**src/design/crc16lpr_pkg.sv**
```systemverilog
// ---------------------------------------------------------------------------
// crc16lpr_pkg
// Types, constants and the byte fold for the length-prefixed record CRC.
// ---------------------------------------------------------------------------
package crc16lpr_pkg;

  localparam logic [15:0] CRC_INIT = 16'hFFFF;
  localparam logic [15:0] CRC_POLY = 16'hA001;

  // Beat held in the input register.
  typedef struct packed {
    logic       valid;
    logic [7:0] data;
  } in_beat_t;

  // What the fold stage hands to the output register.
  typedef struct packed {
    logic        emit;
    logic [15:0] crc;
  } result_t;

  // Reflected CRC-16 update, one byte, LSB first.
  function automatic logic [15:0] fold_byte(input logic [15:0] crc, input logic [7:0] b);
    logic [15:0] c;
    c = crc ^ {8'h00, b};
    for (int k = 0; k < 8; k++) begin
      if (c[0]) begin
        c = (c >> 1) ^ CRC_POLY;
      end else begin
        c = c >> 1;
      end
    end
    return c;
  endfunction

endpackage

```
**src/design/crc16lpr_ifs.sv**
```systemverilog
// ---------------------------------------------------------------------------
// crc16lpr_ifs
// Valid/ready channels: byte stream in, CRC results out.
// ---------------------------------------------------------------------------
interface crc16lpr_byte_if;
  logic       valid;
  logic       ready;
  logic [7:0] data_byte;

  modport source (output valid, output data_byte, input ready);
  modport sink   (input valid, input data_byte, output ready);
endinterface

interface crc16lpr_crc_if;
  logic        valid;
  logic        ready;
  logic [15:0] crc_value;

  modport source (output valid, output crc_value, input ready);
  modport sink   (input valid, input crc_value, output ready);
endinterface

```
**src/design/crc16lpr_in_reg.sv**
```systemverilog
// ---------------------------------------------------------------------------
// crc16lpr_in_reg
// Input register: captures one byte beat, releases it when the fold advances.
// ---------------------------------------------------------------------------
module crc16lpr_in_reg
  import crc16lpr_pkg::*;
(
  input  logic       clk,
  input  logic       rst_n,
  input  logic       in_valid,
  input  logic [7:0] in_data,
  output logic       in_ready,
  input  logic       advance,
  output in_beat_t   beat
);

  logic       valid_r;
  logic       valid_nxt;
  logic [7:0] data_r;

  assign in_ready  = !valid_r || advance;
  assign valid_nxt = (in_valid && in_ready) ? 1'b1 : (advance ? 1'b0 : valid_r);

  always_ff @(posedge clk) begin
    if (!rst_n) begin
      valid_r <= 1'b0;
    end else begin
      valid_r <= valid_nxt;
    end
  end

  always_ff @(posedge clk) begin
    if (in_valid && in_ready) begin
      data_r <= in_data;
    end
  end

  assign beat.valid = valid_r;
  assign beat.data  = data_r;

endmodule

```
**src/design/crc16lpr_fold.sv**
```systemverilog
// ---------------------------------------------------------------------------
// crc16lpr_fold
// Record tracking and CRC fold; state moves only when a byte advances.
// ---------------------------------------------------------------------------
module crc16lpr_fold
  import crc16lpr_pkg::*;
(
  input  logic     clk,
  input  logic     rst_n,
  input  logic     advance,
  input  in_beat_t beat,
  output result_t  result
);

  logic [15:0] crc_r,       crc_nxt;
  logic [7:0]  remain_r,    remain_nxt;
  logic        in_record_r, in_record_nxt;

  logic [15:0] folded;
  logic [7:0]  remain_dec;

  // Length byte folds into the init value; body bytes into the running CRC.
  assign folded     = fold_byte(in_record_r ? crc_r : CRC_INIT, beat.data);
  assign remain_dec = in_record_r ? (remain_r - 8'd1) : (beat.data - 8'd1);

  always_comb begin
    result.emit   = 1'b0;
    result.crc    = folded;
    crc_nxt       = folded;
    remain_nxt    = remain_dec;
    in_record_nxt = 1'b1;
    if (!in_record_r && (beat.data == 8'd0)) begin
      // empty record: nothing folded
      result.emit   = 1'b1;
      result.crc    = CRC_INIT;
      crc_nxt       = CRC_INIT;
      remain_nxt    = 8'd0;
      in_record_nxt = 1'b0;
    end else if (remain_dec == 8'd0) begin
      result.emit   = 1'b1;
      crc_nxt       = CRC_INIT;
      in_record_nxt = 1'b0;
    end
  end

  always_ff @(posedge clk) begin
    if (!rst_n) begin
      crc_r       <= CRC_INIT;
      remain_r    <= 8'd0;
      in_record_r <= 1'b0;
    end else if (advance) begin
      crc_r       <= crc_nxt;
      remain_r    <= remain_nxt;
      in_record_r <= in_record_nxt;
    end
  end

endmodule

```
**src/design/crc16lpr_out_reg.sv**
```systemverilog
// ---------------------------------------------------------------------------
// crc16lpr_out_reg
// Result register: holds a CRC beat until the sink takes it.
// ---------------------------------------------------------------------------
module crc16lpr_out_reg
  import crc16lpr_pkg::*;
(
  input  logic        clk,
  input  logic        rst_n,
  input  logic        load,
  input  result_t     result,
  output logic        slot_free,
  output logic        out_valid,
  output logic [15:0] out_crc,
  input  logic        out_ready
);

  logic        valid_r, valid_nxt;
  logic [15:0] crc_r;

  assign slot_free = !valid_r || out_ready;
  assign valid_nxt = (load && result.emit) ? 1'b1 : (out_ready ? 1'b0 : valid_r);

  always_ff @(posedge clk) begin
    if (!rst_n) begin
      valid_r <= 1'b0;
    end else begin
      valid_r <= valid_nxt;
    end
  end

  always_ff @(posedge clk) begin
    if (load && result.emit) begin
      crc_r <= result.crc;
    end
  end

  assign out_valid = valid_r;
  assign out_crc   = crc_r;

endmodule

```
**src/design/crc16_length_prefixed_record.sv**
```systemverilog
// ---------------------------------------------------------------------------
// crc16_length_prefixed_record
// Length-prefixed record CRC-16 (reflected poly 0xA001, init 0xFFFF).
// ---------------------------------------------------------------------------
//
//   channel | dir | payload          | beat meaning
//   --------+-----+------------------+----------------------------------------
//   in_ch   | in  | data_byte [7:0]  | one record byte; first byte = length
//   out_ch  | out | crc_value [15:0] | CRC of a finished record
//
// Throughput is one byte per cycle while out_ch is not stalled: the 8-bit
// CRC update is a single XOR network between the input register and the
// result register; a record's last byte passes both before its CRC beat leaves.
// rst_n is synchronous: it empties both registers and restarts the record
// tracker waiting for a length byte; no clearing pass.
// A stalled out_ch holds the result register; the input register keeps
// taking one more byte, then in_ch.ready drops until the slot frees.
// ---------------------------------------------------------------------------
module crc16_length_prefixed_record
  import crc16lpr_pkg::*;
(
  input  logic               clk,
  input  logic               rst_n,
  crc16lpr_byte_if.sink      in_ch,
  crc16lpr_crc_if.source     out_ch
);

  in_beat_t beat;
  result_t  result;
  logic     slot_free;
  logic     advance;

  // The held byte moves through the fold only when the result slot is free,
  // so every byte sees a place for its (possible) CRC beat.
  assign advance = beat.valid && slot_free;

  crc16lpr_in_reg u_in_reg (
    .clk      (clk),
    .rst_n    (rst_n),
    .in_valid (in_ch.valid),
    .in_data  (in_ch.data_byte),
    .in_ready (in_ch.ready),
    .advance  (advance),
    .beat     (beat)
  );

  crc16lpr_fold u_fold (
    .clk     (clk),
    .rst_n   (rst_n),
    .advance (advance),
    .beat    (beat),
    .result  (result)
  );

  crc16lpr_out_reg u_out_reg (
    .clk       (clk),
    .rst_n     (rst_n),
    .load      (advance),
    .result    (result),
    .slot_free (slot_free),
    .out_valid (out_ch.valid),
    .out_crc   (out_ch.crc_value),
    .out_ready (out_ch.ready)
  );

endmodule

```
**src/flat_wrapper.sv**
```systemverilog
// flat-port wrapper written by rule: the top's interface ports become plain ports
module crc16_length_prefixed_record_flat import crc16lpr_pkg::*;
  (clk, rst_n, in_ch_valid, in_ch_data_byte, in_ch_ready, out_ch_valid, out_ch_crc_value, out_ch_ready);
  crc16lpr_byte_if in_ch_i ();
  crc16lpr_crc_if out_ch_i ();
  input  logic clk;
  input  logic rst_n;
  input wire logic [$bits(in_ch_i.valid)-1:0] in_ch_valid;
  input wire logic [$bits(in_ch_i.data_byte)-1:0] in_ch_data_byte;
  output wire logic [$bits(in_ch_i.ready)-1:0] in_ch_ready;
  output wire logic [$bits(out_ch_i.valid)-1:0] out_ch_valid;
  output wire logic [$bits(out_ch_i.crc_value)-1:0] out_ch_crc_value;
  input wire logic [$bits(out_ch_i.ready)-1:0] out_ch_ready;
  assign in_ch_i.valid = in_ch_valid;
  assign in_ch_i.data_byte = in_ch_data_byte;
  assign in_ch_ready = in_ch_i.ready;
  assign out_ch_valid = out_ch_i.valid;
  assign out_ch_crc_value = out_ch_i.crc_value;
  assign out_ch_i.ready = out_ch_ready;
  crc16_length_prefixed_record u_core (.clk(clk), .rst_n(rst_n), .in_ch(in_ch_i), .out_ch(out_ch_i));
endmodule
```
**config.mk**
```make
export PLATFORM = sky130hd
export DESIGN_NAME = crc16_length_prefixed_record_flat
export DESIGN_NICKNAME = d
export VERILOG_FILES = /design/src/design/crc16lpr_pkg.sv /design/src/design/crc16lpr_ifs.sv /design/src/design/crc16lpr_in_reg.sv /design/src/design/crc16lpr_fold.sv /design/src/design/crc16lpr_out_reg.sv /design/src/design/crc16_length_prefixed_record.sv /design/src/flat_wrapper.sv
export SDC_FILE = /design/constraint.sdc
export NUM_CORES = 1
export LEC_CHECK = 0
export BUFFER_PORTS_ARGS = -buffer_cell sky130_fd_sc_hd__clkbuf_2
export CAP_MARGIN = 5
export CORE_ASPECT_RATIO = 0.5
export CORE_MARGIN = 4
export CORE_UTILIZATION = 52
export DETAILED_ROUTE_END_ITERATION = 10
export GPL_TIMING_DRIVEN = 0
export PLACE_DENSITY = 0.72
export SYNTH_ARGS = -nofsm -noshare
export SYNTH_HDL_FRONTEND = slang
export SYNTH_SLANG_ARGS = --single-unit
```
**constraint.sdc**
```tcl
create_clock -name clk -period 8.63 [get_ports clk]
set_clock_uncertainty 0.05 [all_clocks]
set_input_delay 1.726 -clock clk [delete_from_list [all_inputs] [get_ports clk]]
set_output_delay 1.726 -clock clk [all_outputs]
set_load 0.01 [all_outputs]
```
==> metrics.csv <==
stage;metric;value;unit
synth;flops & latches, synth;51;
finish;Register Area;1260;sq um
detailed_routing;final WL;5.39;mm
cts;CTS root buf;clkbuf_8;
floorplan;Initial Util;55.7;%
worst_setup_path;Most Frequent Cell on Critical Path;clkbuf_2;
floorplan;area of the core;4530;sq um
sta;Final setup viols;0;
sta;Final Critical Period;3930;ps
sta;crit share post-route;45.5;%
finish;antenna cells;0;
placed_design;PortBufs;29;
worst_setup_path;Critical Path RT;6850;ps
detailed_routing;total number of vias;1896;
synth;Post-Synthesis Cells;248;
synth;unique cell type count in the Yosys netlist;42;
cts;# hold bufs at CTS;0;
global_routing;vias in the first global route;1763;
finish;area grow syn2layout;12.6;%
cts;Worst-Skew Late Latency;310;ps
worst_setup_path;reg-to-reg critical path endpoint;u_core.u_out_reg.out_crc[4];
finish;Final nets;298;
detailed_routing;drt wl/cell;15.3;um
cts;CTS H-tree depth;2;
finish;fill count;380;
global_routing;initial antenna violation count;0;
detailed_routing;ANT nets after route;0;
synth;Ys Warns;0;
worst_setup_path;worst-path maximum fanout;2;
placed_design;Post-DP HPWL;3.86;mm
worst_setup_path;CP Capture Point;in_ch_ready;
finish;layout cells sized above 1;18.2;%
global_routing;first-pass GRT wire length;8.78;mm
synth;post-synthesis sequential area ratio;50.0;%
sta;max-slew violations;0;
worst_setup_path;Worst Path Arrival;2150;ps
cts;CTS tree;built;
sta;Slew headroom;45.7;%
sta;highest clock rate;254;MHz
worst_setup_path;reg2reg setup slack;4840;ps
power_and_ir_drop;VDD IR max;0.110;mV
cts;post-CTS setup buffers;0;
sta;worst slew pin tran;814;ps
cts;CTS resizes;0;
sta;hold slack;411;ps
worst_setup_path;r2r startpoint;u_core.u_fold.in_record_r;
floorplan;Die ar.;6100;sq um
worst_setup_path;crit-path cells;clkbuf_2, nor2b_1, nand2_1, clkbuf_2;
worst_setup_path;CP Launch Type;primary input;
sta;final hold vios;0;
detailed_routing;# DRC;0;
cts;clk buf depth;2;
floorplan;Vert. Die Dim;57.3;um
sta;Setup TNS;0;ps
detailed_routing;initial DRC count;70;
status;outcome;completed;
worst_setup_path;crit end category;output port;
worst_setup_path;Crit Path Class;in -> out;
placed_design;gpl congestion;0.841;
synth;syn_area_per_cell;10.2;sq um
worst_setup_path;reg2reg path depth;11;
sta;RSZ-0062 raised after global routing;false;
synth;Mapped Nets;262;
floorplan;Rows;17;
cts;clock slew at reported path FFs;90;ps
worst_setup_path;slowest library cell on the worst path;nor2b_1;
floorplan;IO Pins;30;
cts;CTS Sinks;51;
global_routing;overflow left after global routing;0;
detailed_routing;vias per cell;5.40;
cts;number of buffers created by CTS;5;
power_and_ir_drop;pwr/cell area;174;nW/um^2
worst_hold_path;Worst Hold Class;reg -> reg;
worst_setup_path;CP peak stage delay;140;ps
job;Max-cap violations;0;
worst_setup_path;beginning of the critical path;out_ch_ready;
power_and_ir_drop;Leakage;0.00104;uW
floorplan;Die X-Extent;107;um
global_routing;largest net degree at the start of global routing;17;
synth;synthesized area;2520;sq um
detailed_routing;DRT Pass-1 Iters;4;
global_routing;total track usage;18.6;%
finish;Multi-input gate area;1180;sq um
-- worst min-delay path by stage --
| stage | start | end | slack [ps] | cells after the start |
|---|---|---|---|---|
| floorplan | u_core.u_fold.remain_r[7] | u_core.u_fold.remain_r[7] | 380 | 2 |
| global placement | u_core.u_fold.remain_r[7] | u_core.u_fold.remain_r[7] | 390 | 2 |
| detailed placement | u_core.u_fold.remain_r[7] | u_core.u_fold.remain_r[7] | 400 | 2 |
| CTS | u_core.u_fold.remain_r[7] | u_core.u_fold.remain_r[7] | 410 | 2 |
| global route | u_core.u_fold.remain_r[0] | u_core.u_fold.remain_r[0] | 450 | 2 |
| finish | u_core.u_fold.remain_r[7] | u_core.u_fold.remain_r[7] | 410 | 2 |
-- power by group --
group	leakage, uW	switching (uW)	total (uW)	internal (uW)
sequential	0.000429	8.43	273	264
combinational	0.000567	46.7	83.8	37.1
clock	0.0000418	81.8	138	56.7
-- cell usage after synthesis (all sizes together) --
master  number  share of area, %
nor2        26               4.0
a41oi        1              0.64
a31o         1              0.35
nand3        5              0.99
dfxtp       27                21
nor3         6               1.4
xnor2        9               3.4
and2         3              0.74
mux2         2              0.89
a22oi        3              0.89
a21oi       13               2.6
o22ai       10               2.5
nand2b      10               2.5
nor3b        2              0.59
a32oi        2              0.69
o32a         1              0.45
clkbuf      10               1.5
inv          3              0.45
xnor3        2               1.8
nand2       24               3.6
nor4         1              0.25
buf          3               1.3
mux2i        9               4.1
o21ai       15               3.0
edfxtp      24                29
nand3b       1              0.30
or3          3              0.74
nor2b        3               1.0
or4          1              0.30
ha           2              0.99
and3         7               1.7
xor2        17               5.9
a31oi        1              0.25
or2          1              0.25
-- routing by layer --
layer,vias up,track usage (%),wire [um]
met5,-,0,0
li1,950,-,-
met2,56,28.6,2370
met1,882,26.2,2520
met3,8,4.97,442
met4,0,5.28,60
-- placed cells by master (no fill, tap or decap), drive strengths merged, types with 2 or more instances in the layout --
master  Yosys  layout
a21oi      13      13
a22oi       3       3
a32oi       2       2
and2        3       3
and3        7       7
buf         3       3
clkbuf     10      44
clkinv      0       2
dfxtp      27      27
edfxtp     24      24
ha          2       2
inv         3       3
mux2        2       2
mux2i       9       9
nand2      24      24
nand2b     10      10
nand3       5       5
nor2       26      26
nor2b       3       3
nor3        6       6
nor3b       2       2
o21ai      15      15
o22ai      10      10
or3         3       3
xnor2       9       9
xnor3       2       2
xor2       17      17
-- metrics by stage --
| step | total power (uW) | area [sq um] | util [%] | setup slack [ps] | std cells |
|---|---|---|---|---|---|
| final | 495 | 2840 | 62.8 | 4700 | 351 |
| after global routing | 515 | 2840 | 62.8 | 4490 | 351 |
| after CTS | 495 | 2840 | 62.7 | 4420 | 351 |
| after detailed placement | 361 | 2750 | 60.8 | 4430 | 343 |
| after global placement | 358 | 2750 | 60.8 | 4510 | 343 |
| after floorplan | 340 | 2520 | - | 4900 | 248 |
-- area by class of cell --
cell class | count | share of cell area, %
clock buffers | 5 | 2.42
plain buffers | 13 | 2.55
inverters | 3 | 0.396
well taps | 66 | 2.90
multi-input cells | 181 | 41.6
flip-flops and latches | 51 | 44.3
repair buffers | 29 | 5.10
clock inverters | 3 | 0.704
-- sequential cells by signal, summed over array words and instances, names as in the netlist --
signal and flops:
u_core.u_out_reg.out_valid 1, u_core.u_fold.remain_r 8, u_core.u_fold.in_record_r 1, u_core.u_in_reg.valid_r 1
u_core.u_in_reg.data_r 8, u_core.u_fold.crc_r 16, u_core.u_out_reg.out_crc 16
-- kinds of logic after synthesis --
family	synth area share (%)
flip-flops	50.0
multiplexers	4.96
XOR/XNOR	11.1
AO/OA/AOI/OAI	11.3
adder cells (fa/ha/maj)	0.991
buffers and inverters	3.32
AND/OR/NAND/NOR	18.3
-- worst max-delay path, delay by kind of cell --
| family | cells | cell delay (ps) |
|---|---|---|
| AND/OR/NAND/NOR | 2 | 220 |
| buffers and inverters | 2 | 220 |
Power figures use the tool's default switching activity.
